File: src/sv/gad_pkg.sv
// shared types, constants and hat decode for the gamepad autorepeat decoder
`timescale 1ns / 1ps

package gad_pkg;

  // field widths
  localparam int unsigned TimeW    = 20;
  localparam int unsigned TimerW   = 21;
  localparam int unsigned AngleW   = 16;
  localparam int unsigned ButtonW  = 12;
  localparam int unsigned AxisW    = 11;
  localparam int unsigned DeadHiW  = 10;
  localparam int unsigned BitsW    = 16;
  localparam int unsigned HatW     = 4;
  localparam int unsigned CfgIdxW  = 2;

  localparam int unsigned NumButtonsDefault = 12;

  // stream word layouts
  localparam int unsigned InDataW  = 96;
  localparam int unsigned OutDataW = 96;

  // register reset values
  localparam logic [TimeW-1:0]   FirstDelayRst  = TimeW'(250000);
  localparam logic [TimeW-1:0]   RepeatIntRst   = TimeW'(33000);
  localparam logic [AxisW-1:0]   DeadLowRst     = AxisW'(-200);
  localparam logic [DeadHiW-1:0] DeadHighRst    = DeadHiW'(200);

  localparam logic [TimerW-1:0]  TimerMax       = {TimerW{1'b1}};

  // hat direction bits
  localparam logic [HatW-1:0] HatUp    = 4'b0001;
  localparam logic [HatW-1:0] HatRight = 4'b0010;
  localparam logic [HatW-1:0] HatDown  = 4'b0100;
  localparam logic [HatW-1:0] HatLeft  = 4'b1000;

  // configuration register indexes
  typedef enum logic [CfgIdxW-1:0] {
    CFG_FIRST_DELAY = 2'd0,
    CFG_REPEAT_INT  = 2'd1,
    CFG_DEAD_LOW    = 2'd2,
    CFG_DEAD_HIGH   = 2'd3
  } cfg_idx_e;

  // per-bit repeat phase
  typedef enum logic [1:0] {
    PH_RELEASED = 2'd0,
    PH_FIRST    = 2'd1,
    PH_REPEAT   = 2'd2
  } phase_e;

  // timing configuration shared by all repeat cells
  typedef struct packed {
    logic [TimeW-1:0] first_delay;
    logic [TimeW-1:0] repeat_int;
  } rpt_cfg_t;

  // eight 45 degree sectors, anything at or past the last edge is up
  function automatic logic [HatW-1:0] hat_decode(input logic [AngleW-1:0] a);
    logic [HatW-1:0] r;
    if (a < AngleW'(2250) || a >= AngleW'(33750)) r = HatUp;
    else if (a < AngleW'(6750))  r = HatUp | HatRight;
    else if (a < AngleW'(11250)) r = HatRight;
    else if (a < AngleW'(15750)) r = HatDown | HatRight;
    else if (a < AngleW'(20250)) r = HatDown;
    else if (a < AngleW'(24750)) r = HatDown | HatLeft;
    else if (a < AngleW'(29250)) r = HatLeft;
    else r = HatUp | HatLeft;
    return r;
  endfunction

endpackage

File: src/sv/gad_repeat_cell.sv
// typematic repeat cell for one pressed bit
`timescale 1ns / 1ps

module gad_repeat_cell
  import gad_pkg::*;
(
  input  logic             clk_i,
  input  logic             rst_ni,
  input  logic             step_i,
  input  logic             pressed_i,
  input  logic [TimeW-1:0] elapsed_i,
  input  rpt_cfg_t         cfg_i,
  output logic             fire_o
);

  phase_e              phase_q, phase_d;
  logic [TimerW-1:0]   timer_q, timer_d;
  logic [TimerW:0]     sum;
  logic [TimerW-1:0]   sat;
  logic [TimeW-1:0]    gap;

  // saturating hold time and current gap
  always_comb begin
    sum = {1'b0, timer_q} + (TimerW+1)'(elapsed_i);
    sat = sum[TimerW] ? TimerMax : sum[TimerW-1:0];
    gap = (phase_q == PH_FIRST) ? cfg_i.first_delay : cfg_i.repeat_int;
  end

  // next phase, timer and fire
  always_comb begin
    phase_d = phase_q;
    timer_d = timer_q;
    fire_o  = 1'b0;
    if (!pressed_i) begin
      phase_d = PH_RELEASED;
    end else begin
      unique case (phase_q)
        PH_RELEASED: begin
          fire_o  = 1'b1;
          timer_d = '0;
          phase_d = PH_FIRST;
        end
        default: begin
          if (sat > TimerW'(gap)) begin
            fire_o  = 1'b1;
            timer_d = '0;
            phase_d = PH_REPEAT;
          end else begin
            timer_d = sat;
          end
        end
      endcase
    end
  end

  always_ff @(posedge clk_i or negedge rst_ni) begin
    if (!rst_ni) begin
      phase_q <= PH_RELEASED;
      timer_q <= '0;
    end else if (step_i) begin
      phase_q <= phase_d;
      timer_q <= timer_d;
    end
  end

endmodule

File: src/sv/gad_dead_zone.sv
// axis dead zone removal
`timescale 1ns / 1ps

module gad_dead_zone
  import gad_pkg::*;
(
  input  logic [AxisW-1:0]   raw_i,
  input  logic [AxisW-1:0]   dead_low_i,
  input  logic [DeadHiW-1:0] dead_high_i,
  output logic [AxisW-1:0]   axis_o
);

  logic signed [AxisW:0] v, lo, hi;
  logic                  in_zone;

  // compare at one extra bit so the unsigned upper bound stays positive
  always_comb begin
    v       = $signed({raw_i[AxisW-1], raw_i});
    lo      = $signed({dead_low_i[AxisW-1], dead_low_i});
    hi      = $signed({2'b00, dead_high_i});
    in_zone = (lo <= v) && (v <= hi);
    axis_o  = in_zone ? '0 : raw_i;
  end

endmodule

File: src/sv/gamepad_autorepeat_decoder_core.sv
// top level: input register, hat and button decode, repeat cells, result register
`timescale 1ns / 1ps

// One poll in, one result out. A poll is taken into an input register, decoded
// combinationally (hat sectors, button mask, dead zone on four axes, sixteen
// repeat cells in parallel) and written into the result register; a new poll is
// accepted every cycle while the result side keeps up. The throughput limit is
// the update of the per-bit hold timers, which holds each cell's state from one
// poll to the next. Config writes are taken at any time with cfg_ready_o always
// high and apply to polls that leave the input register after the write.
module gamepad_autorepeat_decoder_core
  import gad_pkg::*;
#(
  parameter int unsigned NUM_BUTTONS = NumButtonsDefault
) (
  input  logic                clk_i,
  input  logic                rst_ni,
  // input word
  input  logic                s_axis_tvalid,
  output logic                s_axis_tready,
  // pov_angle[15:0], button_bits[27:16], axis_x_raw[38:28], axis_y_raw[49:39],
  // axis_rx_raw[60:50], axis_ry_raw[71:61], elapsed_us[91:72], zero[95:92]
  input  logic [InDataW-1:0]  s_axis_tdata,
  // pov_centered[0]
  input  logic                s_axis_tuser,
  // result word
  output logic                m_axis_tvalid,
  input  logic                m_axis_tready,
  // press_bits[15:0], stroke_bits[31:16], repeat_bits[47:32], axis_x[58:48],
  // axis_y[69:59], axis_u[80:70], axis_v[91:81], zero[95:92]
  output logic [OutDataW-1:0] m_axis_tdata,
  // configuration write
  input  logic                cfg_valid_i,
  output logic                cfg_ready_o,
  input  logic [CfgIdxW-1:0]  cfg_index_i,
  input  logic [TimeW-1:0]    cfg_data_i
);

  // configuration registers
  rpt_cfg_t             rcfg_q;
  logic [AxisW-1:0]     dead_low_q;
  logic [DeadHiW-1:0]   dead_high_q;

  assign cfg_ready_o = 1'b1;

  always_ff @(posedge clk_i or negedge rst_ni) begin
    if (!rst_ni) begin
      rcfg_q.first_delay <= FirstDelayRst;
      rcfg_q.repeat_int  <= RepeatIntRst;
      dead_low_q         <= DeadLowRst;
      dead_high_q        <= DeadHighRst;
    end else if (cfg_valid_i) begin
      unique case (cfg_idx_e'(cfg_index_i))
        CFG_FIRST_DELAY: rcfg_q.first_delay <= cfg_data_i;
        CFG_REPEAT_INT:  rcfg_q.repeat_int  <= cfg_data_i;
        CFG_DEAD_LOW:    dead_low_q         <= cfg_data_i[AxisW-1:0];
        CFG_DEAD_HIGH:   dead_high_q        <= cfg_data_i[DeadHiW-1:0];
        default: ;
      endcase
    end
  end

  // input register
  logic                 in_valid_q;
  logic [InDataW-1:0]   in_data_q;
  logic                 in_cent_q;
  logic                 step;

  assign step          = in_valid_q && (!m_axis_tvalid || m_axis_tready);
  assign s_axis_tready = !in_valid_q || step;

  always_ff @(posedge clk_i or negedge rst_ni) begin
    if (!rst_ni) begin
      in_valid_q <= 1'b0;
    end else if (s_axis_tready) begin
      in_valid_q <= s_axis_tvalid;
    end
  end

  always_ff @(posedge clk_i) begin
    if (s_axis_tready && s_axis_tvalid) begin
      in_data_q <= s_axis_tdata;
      in_cent_q <= s_axis_tuser;
    end
  end

  // unpack the held word
  logic [AngleW-1:0]  angle;
  logic [ButtonW-1:0] buttons;
  logic [AxisW-1:0]   ax_x, ax_y, ax_rx, ax_ry;
  logic [TimeW-1:0]   elapsed;

  assign angle   = in_data_q[15:0];
  assign buttons = in_data_q[27:16];
  assign ax_x    = in_data_q[38:28];
  assign ax_y    = in_data_q[49:39];
  assign ax_rx   = in_data_q[60:50];
  assign ax_ry   = in_data_q[71:61];
  assign elapsed = in_data_q[91:72];

  // button mask from the configured count
  logic [ButtonW-1:0] bmask;
  for (genvar b = 0; b < ButtonW; b++) begin : g_mask
    assign bmask[b] = (b < NUM_BUTTONS);
  end

  // pressed bits of this poll
  logic [BitsW-1:0] now_bits;
  logic [HatW-1:0]  hat;

  always_comb begin
    hat      = in_cent_q ? '0 : hat_decode(angle);
    now_bits = {buttons & bmask, hat};
  end

  // per-bit repeat cells
  logic [BitsW-1:0] fire;
  for (genvar i = 0; i < BitsW; i++) begin : g_cell
    gad_repeat_cell u_cell (
      .clk_i     (clk_i),
      .rst_ni    (rst_ni),
      .step_i    (step),
      .pressed_i (now_bits[i]),
      .elapsed_i (elapsed),
      .cfg_i     (rcfg_q),
      .fire_o    (fire[i])
    );
  end

  // dead zone on each axis
  logic [AxisW-1:0] dz_x, dz_y, dz_u, dz_v;

  gad_dead_zone u_dz_x (
    .raw_i(ax_x), .dead_low_i(dead_low_q), .dead_high_i(dead_high_q), .axis_o(dz_x)
  );
  gad_dead_zone u_dz_y (
    .raw_i(ax_y), .dead_low_i(dead_low_q), .dead_high_i(dead_high_q), .axis_o(dz_y)
  );
  gad_dead_zone u_dz_u (
    .raw_i(ax_ry), .dead_low_i(dead_low_q), .dead_high_i(dead_high_q), .axis_o(dz_u)
  );
  gad_dead_zone u_dz_v (
    .raw_i(ax_rx), .dead_low_i(dead_low_q), .dead_high_i(dead_high_q), .axis_o(dz_v)
  );

  // previous poll's pressed bits
  logic [BitsW-1:0] held_q;

  always_ff @(posedge clk_i or negedge rst_ni) begin
    if (!rst_ni) begin
      held_q <= '0;
    end else if (step) begin
      held_q <= now_bits;
    end
  end

  // result register
  logic                out_valid_q;
  logic [OutDataW-1:0] out_data_q;

  always_ff @(posedge clk_i or negedge rst_ni) begin
    if (!rst_ni) begin
      out_valid_q <= 1'b0;
    end else if (!out_valid_q || m_axis_tready) begin
      out_valid_q <= in_valid_q;
    end
  end

  always_ff @(posedge clk_i) begin
    if (step) begin
      out_data_q <= {4'b0000, dz_v, dz_u, dz_y, dz_x, fire, now_bits & ~held_q, now_bits};
    end
  end

  assign m_axis_tvalid = out_valid_q;
  assign m_axis_tdata  = out_data_q;

endmodule

File: config.mk
export PLATFORM = sky130hd
export DESIGN_NAME = gamepad_autorepeat_decoder_core
export DESIGN_NICKNAME = d
export VERILOG_FILES = /design/src/sv/gad_pkg.sv /design/src/sv/gad_repeat_cell.sv /design/src/sv/gad_dead_zone.sv /design/src/sv/gamepad_autorepeat_decoder_core.sv
export SDC_FILE = /design/constraint.sdc
export NUM_CORES = 2
export LEC_CHECK = 0
export ABC_AREA = 1
export BUFFER_PORTS_ARGS = -buffer_cell sky130_fd_sc_hd__buf_4
export CAP_MARGIN = 5
export CORE_ASPECT_RATIO = 0.8
export CORE_MARGIN = 2
export CORE_UTILIZATION = 33
export CTS_CLUSTER_DIAMETER = 60
export DETAILED_ROUTE_END_ITERATION = 16
export MAX_ROUTING_LAYER = met4
export PLACE_DENSITY_LB_ADDON = 0.05
export SLEW_MARGIN = 20
export SYNTH_ARGS = -nofsm -noshare
export SYNTH_HDL_FRONTEND = slang
export SYNTH_SLANG_ARGS = --single-unit
File: constraint.sdc
create_clock -name clk_i -period 5.4 [get_ports clk_i]
set_input_delay 0 -clock clk_i [delete_from_list [all_inputs] [get_ports clk_i]]
set_output_delay 0 -clock clk_i [all_outputs]
set_load 0.02 [all_outputs]
### Word-level counts from Yosys, hierarchy flattened

Index checks and enable logic that the tools add are counted.
Widths: inputs -> output; s select.

| storage, ports and cells | value |
|---|---|
| flip-flop bits (word level) | 632 |
| input bits | 124 |
| output and inout bits | 99 |
| logic and storage cells | 363 |

| cells by class | value |
|---|---|
| add/sub/neg operators | 16 |
| magnitude comparators | 32 |
| eq/ne operators | 35 |
| muxes and demuxes | 152 |
| bitwise operators | 2 |
| reduce and logical (&&, ||, !) cells | 64 |

Operators with widths:

| cell | count |
|---|---|
| $mux 21 | 48 |
| $add 21x20->22 | 16 |
| $gt 21x20->1 | 16 |
| $mux 20 | 16 |
| $mux 2 | 48 |
| $le 11x11->1 | 8 |
| $reduce_and 2->1 | 36 |
| $lt 16x15->1 const B | 3 |
| $ne 3x1->1 const B | 16 |
| $eq 2x1->1 const B | 17 |
| $logic_not 2->1 | 17 |
| $mux 1 | 33 |
| $lt 16x14->1 const B | 2 |
| $mux 4 | 6 |
| $and 16x16->16 | 1 |
| $ge 16x16->1 const B | 1 |
| $lt 16x12->1 const B | 1 |
| $lt 16x13->1 const B | 1 |
| $not 16->16 | 1 |
| $logic_and 1x1->1 | 6 |
| $eq 2x2->1 const B | 2 |
| $logic_or 1x1->1 | 3 |
| $mux 3 | 1 |
| $logic_not 1->1 | 2 |

### Depth between registers and ports, before layout

| depth | value |
|---|---|
| depth after elaboration | 11 |
| depth in mapped cells | 30 |
| mapped depth without buffers | 29 |

### Hierarchy

Synthesis repeated with hierarchy kept, for this count alone.

| second synthesis, totals | value |
|---|---|
| cells, all modules | 8,031 |
| area total of the unflattened synthesis | 60,326.6 µm² |

By module, submodules not included:

| module | times used | cells each | area an instance (µm²) |
|---|---|---|---|
| gad_repeat_cell (g_cell[0].u_cell ...) | 8 | 439 | 3,057.9 |
| gamepad_autorepeat_decoder_core | 1 | 627 | 9,102.5 |
| gad_repeat_cell (g_cell[6].u_cell ...) | 3 | 426 | 2,987.9 |
| gad_repeat_cell (g_cell[12].u_cell ...) | 2 | 439 | 2,960.3 |
| gad_repeat_cell (g_cell[14].u_cell) | 1 | 442 | 3,015.4 |
| gad_repeat_cell (g_cell[9].u_cell) | 1 | 412 | 2,959.1 |
| gad_repeat_cell (g_cell[11].u_cell) | 1 | 430 | 2,954.1 |
| gad_dead_zone | 4 | 113 | 737.0 |

### Least setup slack after synthesis

OpenSTA, ideal clock, no wires.

| path | value |
|---|---|
| path kind | reg-to-reg |
| start point | register in_data_q[73] |
| end point | register g_cell[3].u_cell.timer_q[13] |
| setup time | 0.116 ns |
| data arrival time | 4.094 ns |
| slack | 1.190 ns |
| cell stages (with the launch flop) | 31 |
| buffers on the path | 3 |
| clock period less this slack | 4.210 ns |
| path through | edfxtp_1 > ha_1 > nand3_1 > nand2_1 > a21oi_4 > inv_2 > nand4_1 > nand3_2 > buf_6 > buf_6 > nor2_2 > inv_1 > ha_1 > nand2_1 > nor2_1 > inv_1 > nor2_1 > nand2_1 > nand2_1 > nand2_1 > nand2_1 > nand2_1 > nand2_1 > nand2_1 > nand2_1 > nand2_1 > nand2_2 > nor2_4 > buf_6 > nand2_1 > nand2_1 |

| between the ends | value |
|---|---|
| word-level cells in the longest chain between the ends | 5 |

Ends and longest elaborated chain:

| item | line | text |
|---|---|---|
| start, declared | gamepad_autorepeat_decoder_core.sv:65 | `logic [InDataW-1:0] in_data_q;` |
| start signal, assigned | gamepad_autorepeat_decoder_core.sv:82 | `in_data_q <= s_axis_tdata;` |
| $add 21x20->22 * | gad_repeat_cell.sv:24 | `sum = {1'b0, timer_q} + (TimerW+1)'(elapsed_i);` |
| $mux 21 * | gad_repeat_cell.sv:25 | `sat = sum[TimerW] ? TimerMax : sum[TimerW-1:0];` |
| $gt 21x20->1 | gad_repeat_cell.sv:44 | `if (sat > TimerW'(gap)) begin` |
| $mux 21 * | gad_repeat_cell.sv:44 |  |
| $mux 21 * | gad_repeat_cell.sv:37 | `unique case (phase_q)` |
| end signal, assigned | gad_repeat_cell.sv:62 | `timer_q <= timer_d;` |
| end, declared | gad_repeat_cell.sv:17 | `logic [TimerW-1:0] timer_q, timer_d;` |

Every way passes the cells marked *; elsewhere a longest branch is shown, timed or not.
A chain may end at the register's enable or synchronous reset.

### Final worst setup path

| path | value |
|---|---|
| start point | register in_data_q[76] |
| end point | register g_cell[2].u_cell.timer_q[9] |

| between the ends | value |
|---|---|
| word-level cells in the longest chain between the ends | 5 |

Ends and longest elaborated chain:

| item | line |
|---|---|
| $add 21x20->22 * | gad_repeat_cell.sv:24 |
| $mux 21 * | gad_repeat_cell.sv:25 |
| $gt 21x20->1 | gad_repeat_cell.sv:44 |
| $mux 21 * | gad_repeat_cell.sv:44 |
| $mux 21 * | gad_repeat_cell.sv:37 |
| end signal, assigned | gad_repeat_cell.sv:62 |
| end, declared | gad_repeat_cell.sv:17 |

Marked as above.

==> results.yml <==
outcome:
  status: "completed"
routing:
  dr_total_vias: 58200
  drc_errors: 0
  avgRoutedWirePerCell_um: 21.4
  initialDrtViolationCount: 4848
  wl_um: 244000
  vias_per_cell: 5.10
  detail-route-antenna-nets: 0
  drt_pass1_iterations: 6
cts:
  clkSlewWorstSetupHoldPaths_ns: 0.05
  cts-buffers-inserted: 110
  cts_root_buf: "clkbuf_16"
  ctsHtreeMaxLevel: 3
  clock_path_buffers: 3
  clock-sinks: 631
  cts_tree: "done"
  clock_latency_ns: 0.76
worst_setup_path:
  critPathSlowestCell: "buf_4"
  cp-start-kind: "flop"
  slowest_delay_ns: 0.53
  cp_max_fo: 20
  critPathRequiredTime_ns: 6.03
  critPathArrivalTime_ns: 5.39
  path_class: "flop to flop"
  cp-end-kind: "flop"
  path_common_cell: "nand2_1"
global_routing:
  grt_max_degree: 118
  antenna_found_initial: 20
  grt_pass1_vias: 55300
  grt_pass1_wl_um: 361000
  grt_use_total_pct: 27.1
  grt_overflow: 0
logic_synthesis:
  synthAdderAreaFrac_pct: 15.9
  ys_warn_count: 0
  synth_edf_count: 184
  synth-xor-area-share_pct: 3.23
  synth_seq_area_share_pct: 28.4
  synth-seq-cells: 631
  synthFlopType: "dfrtp_1"
  synth_top_family_by_area: "simple AND/OR/NAND/NOR gates"
  synth_area_um2: 58900
  synth-async-reset-ratio_pct: 70.8
  synth.area.mux_share_pct: 0
  yosys.area_share.simple_pct: 28.7
  avgSynthCellArea_um2: 6.92
  syn_inst: 8510
  synth_compound_area_share_pct: 15.6
  synth_cell_types: 56
final_layout:
  area.growth.synth_to_final_pct: 17.9
  final_common_cell: "nand2_1"
  layout_common_cells: "nand2_1 (2600), inv_1 (858), nor2_1 (855)"
  drive_gt1_share_pct: 9.25
  fin_nets: 9797
timing:
  min_period_ns: 4.76
  finalHoldViolations: 0
  max_freq_ghz: 0.210
  fin_crit_sh_pct: 88.2
  grt_setup_unrepaired: "no"
  drv_slew: 0
  relSlewSlack_pct: 20.4
  hold_ws_ns: 0.0441
  worstMarginPinSlew_ns: 1.19
  finalSetupTns_ns: 0
  setup_viol: 0
  finalClockSkew_ns: 0.0457
placement:
  hpwlAfterDp_um: 170000
  gp_congestion: 0.927
  port_buffers: 212
floorplanning:
  core.rowCount: 138
  die_h_um: 382
  dieWidth_um: 476
  num_io_pins: 223
  initial_core_util_pct: 33.3
  core-area_um2: 177000
  fp.dieArea_um2: 182000
run:
  max-cap-violations: 0
pwr:
  power_switching_uw: 22000
  finalPower_uw: 42300
  pwr-share-clk_pct: 17.2
  power_density_nw_per_um2: 609
  sequentialPowerShare_pct: 18.0
  p_leak_uw: 0.0365
  comb_power_share_pct: 64.9
  ir_drop_mv: 0.309
  p_int_uw: 20300
  p_sw_share_pct: 51.9
worst_hold_path:
  hp-class: "primary input to flop"
per-stage QoR:
stage	setup WS [ns]	instances	utilization, %	cell area [um^2]
after floorplan	1.19	8513	-	58900
after global placement	0.721	11000	35.9	63500
after detailed placement	0.684	11000	35.9	63500
after CTS	0.660	11400	39.2	69400
after global routing	0.313	11400	39.2	69400
final	0.638	11400	39.2	69400
worst paths after layout:
path | start | endpoint | slack (ns) | cells past startpoint
worst max-delay path | in_data_q[76] | g_cell[2].u_cell.timer_q[9] | 0.64 | 30
max in group asynchronous | rst_ni | g_cell[12].u_cell.timer_q[4] | 4.08 | 4
min in group asynchronous | rst_ni | rcfg_q[32] | 0.46 | 3
worst min register to register | dead_high_q[2] | dead_high_q[2] | 0.48 | 2
worst max register to register | in_data_q[76] | g_cell[2].u_cell.timer_q[9] | 0.64 | 30
worst min-delay path | cfg_index_i[1] | dead_high_q[7] | 0.04 | 3
per-layer routing:
layer / share of wire (%) / global-route usage, %
met3: 6.3 / 4.08
met1: 48 / 38.0
met2: 42 / 39.8
met4: 3.4 / 8.46
met5: 0 / -
sequential cells by signal, summed over array words and instances, names as in the netlist:
register / count
dead_high_q: 10
dead_low_q: 11
g_cell.u_cell.phase_q: 32
g_cell.u_cell.timer_q: 336
held_q: 16
in_cent_q: 1
in_data_q: 91
in_valid_q: 1
m_axis_tdata: 92
m_axis_tvalid: 1
rcfg_q: 40
power groups by stage:
stage                     logic [uW]  registers, uW  clock network, uW
final                          27400           7590               7250
after floorplan                19500           7310                  0
after detailed placement       26900           7630                  0
after global placement         26800           7620                  0
after global routing           31200           7750               7620
after CTS                      27200           7580               7450
kinds of logic after synthesis:
| family | after synthesis |
|---|---|
| xor gates and xnor gates | 217 |
| adders and majority gates | 740 |
| AOI/OAI and AO/OA | 1645 |
| buffers and inverters | 1163 |
| and+or+nand+nor | 4112 |
| DFF | 631 |
| other | 2 |
area by class of cell:
type                    count  area [um^2]
clock inverters            79          807
fillers                 18900       108000
repair buffers            547         5020
clock buffers             128         2940
flip-flops and latches    631        16700
inverters                 924         3480
multi-input cells        6719        37400
well taps                2380         2980
diodes                      3         7.51
critical path, delay by kind of cell (launching register included):
family,cells,cell delay [ns]
AOI/OAI and AO/OA,2,0.44
buffers and inverters,7,1.37
DFF,1,0.35
and+or+nand+nor,19,1.76
adders and majority gates,2,0.69
Yosys cell counts, types with 11 or more instances:
cell	n	area, um^2
a211oi_1	27	203
a21boi_0	16	120
a21o_1	91	683
a21oi_1	575	2880
a21oi_2	20	175
a31o_2	15	131
buf_2	11	55.1
buf_4	25	188
buf_6	38	428
clkbuf_1	160	601
clkinv_1	11	41.3
dfrtp_1	426	10700
dfstp_2	21	552
edfxtp_1	184	5530
fa_1	16	320
ha_1	724	9060
inv_1	871	3270
inv_2	42	158
nand2_1	2606	9780
nand2_2	27	169
nand3_1	329	1650
nand3_2	14	140
nand3b_1	11	82.6
nand4_1	103	644
nor2_1	855	3210
nor2_2	22	138
nor3_1	29	145
nor3_2	15	150
nor4_1	59	369
o21ai_0	643	3220
o21ai_1	136	681
o21ai_2	49	429
o21bai_1	33	248
or2_2	18	113
xnor2_1	82	718
xor2_1	135	1180
repair_timing:
item	4_1_cts	5_1_grt
buffers inserted	0	0
gates resized for setup	0	0
endpoints found under the hold margin	592	0
hold buffers	211	0
No activity file was read; power rests on OpenSTA's default activity.
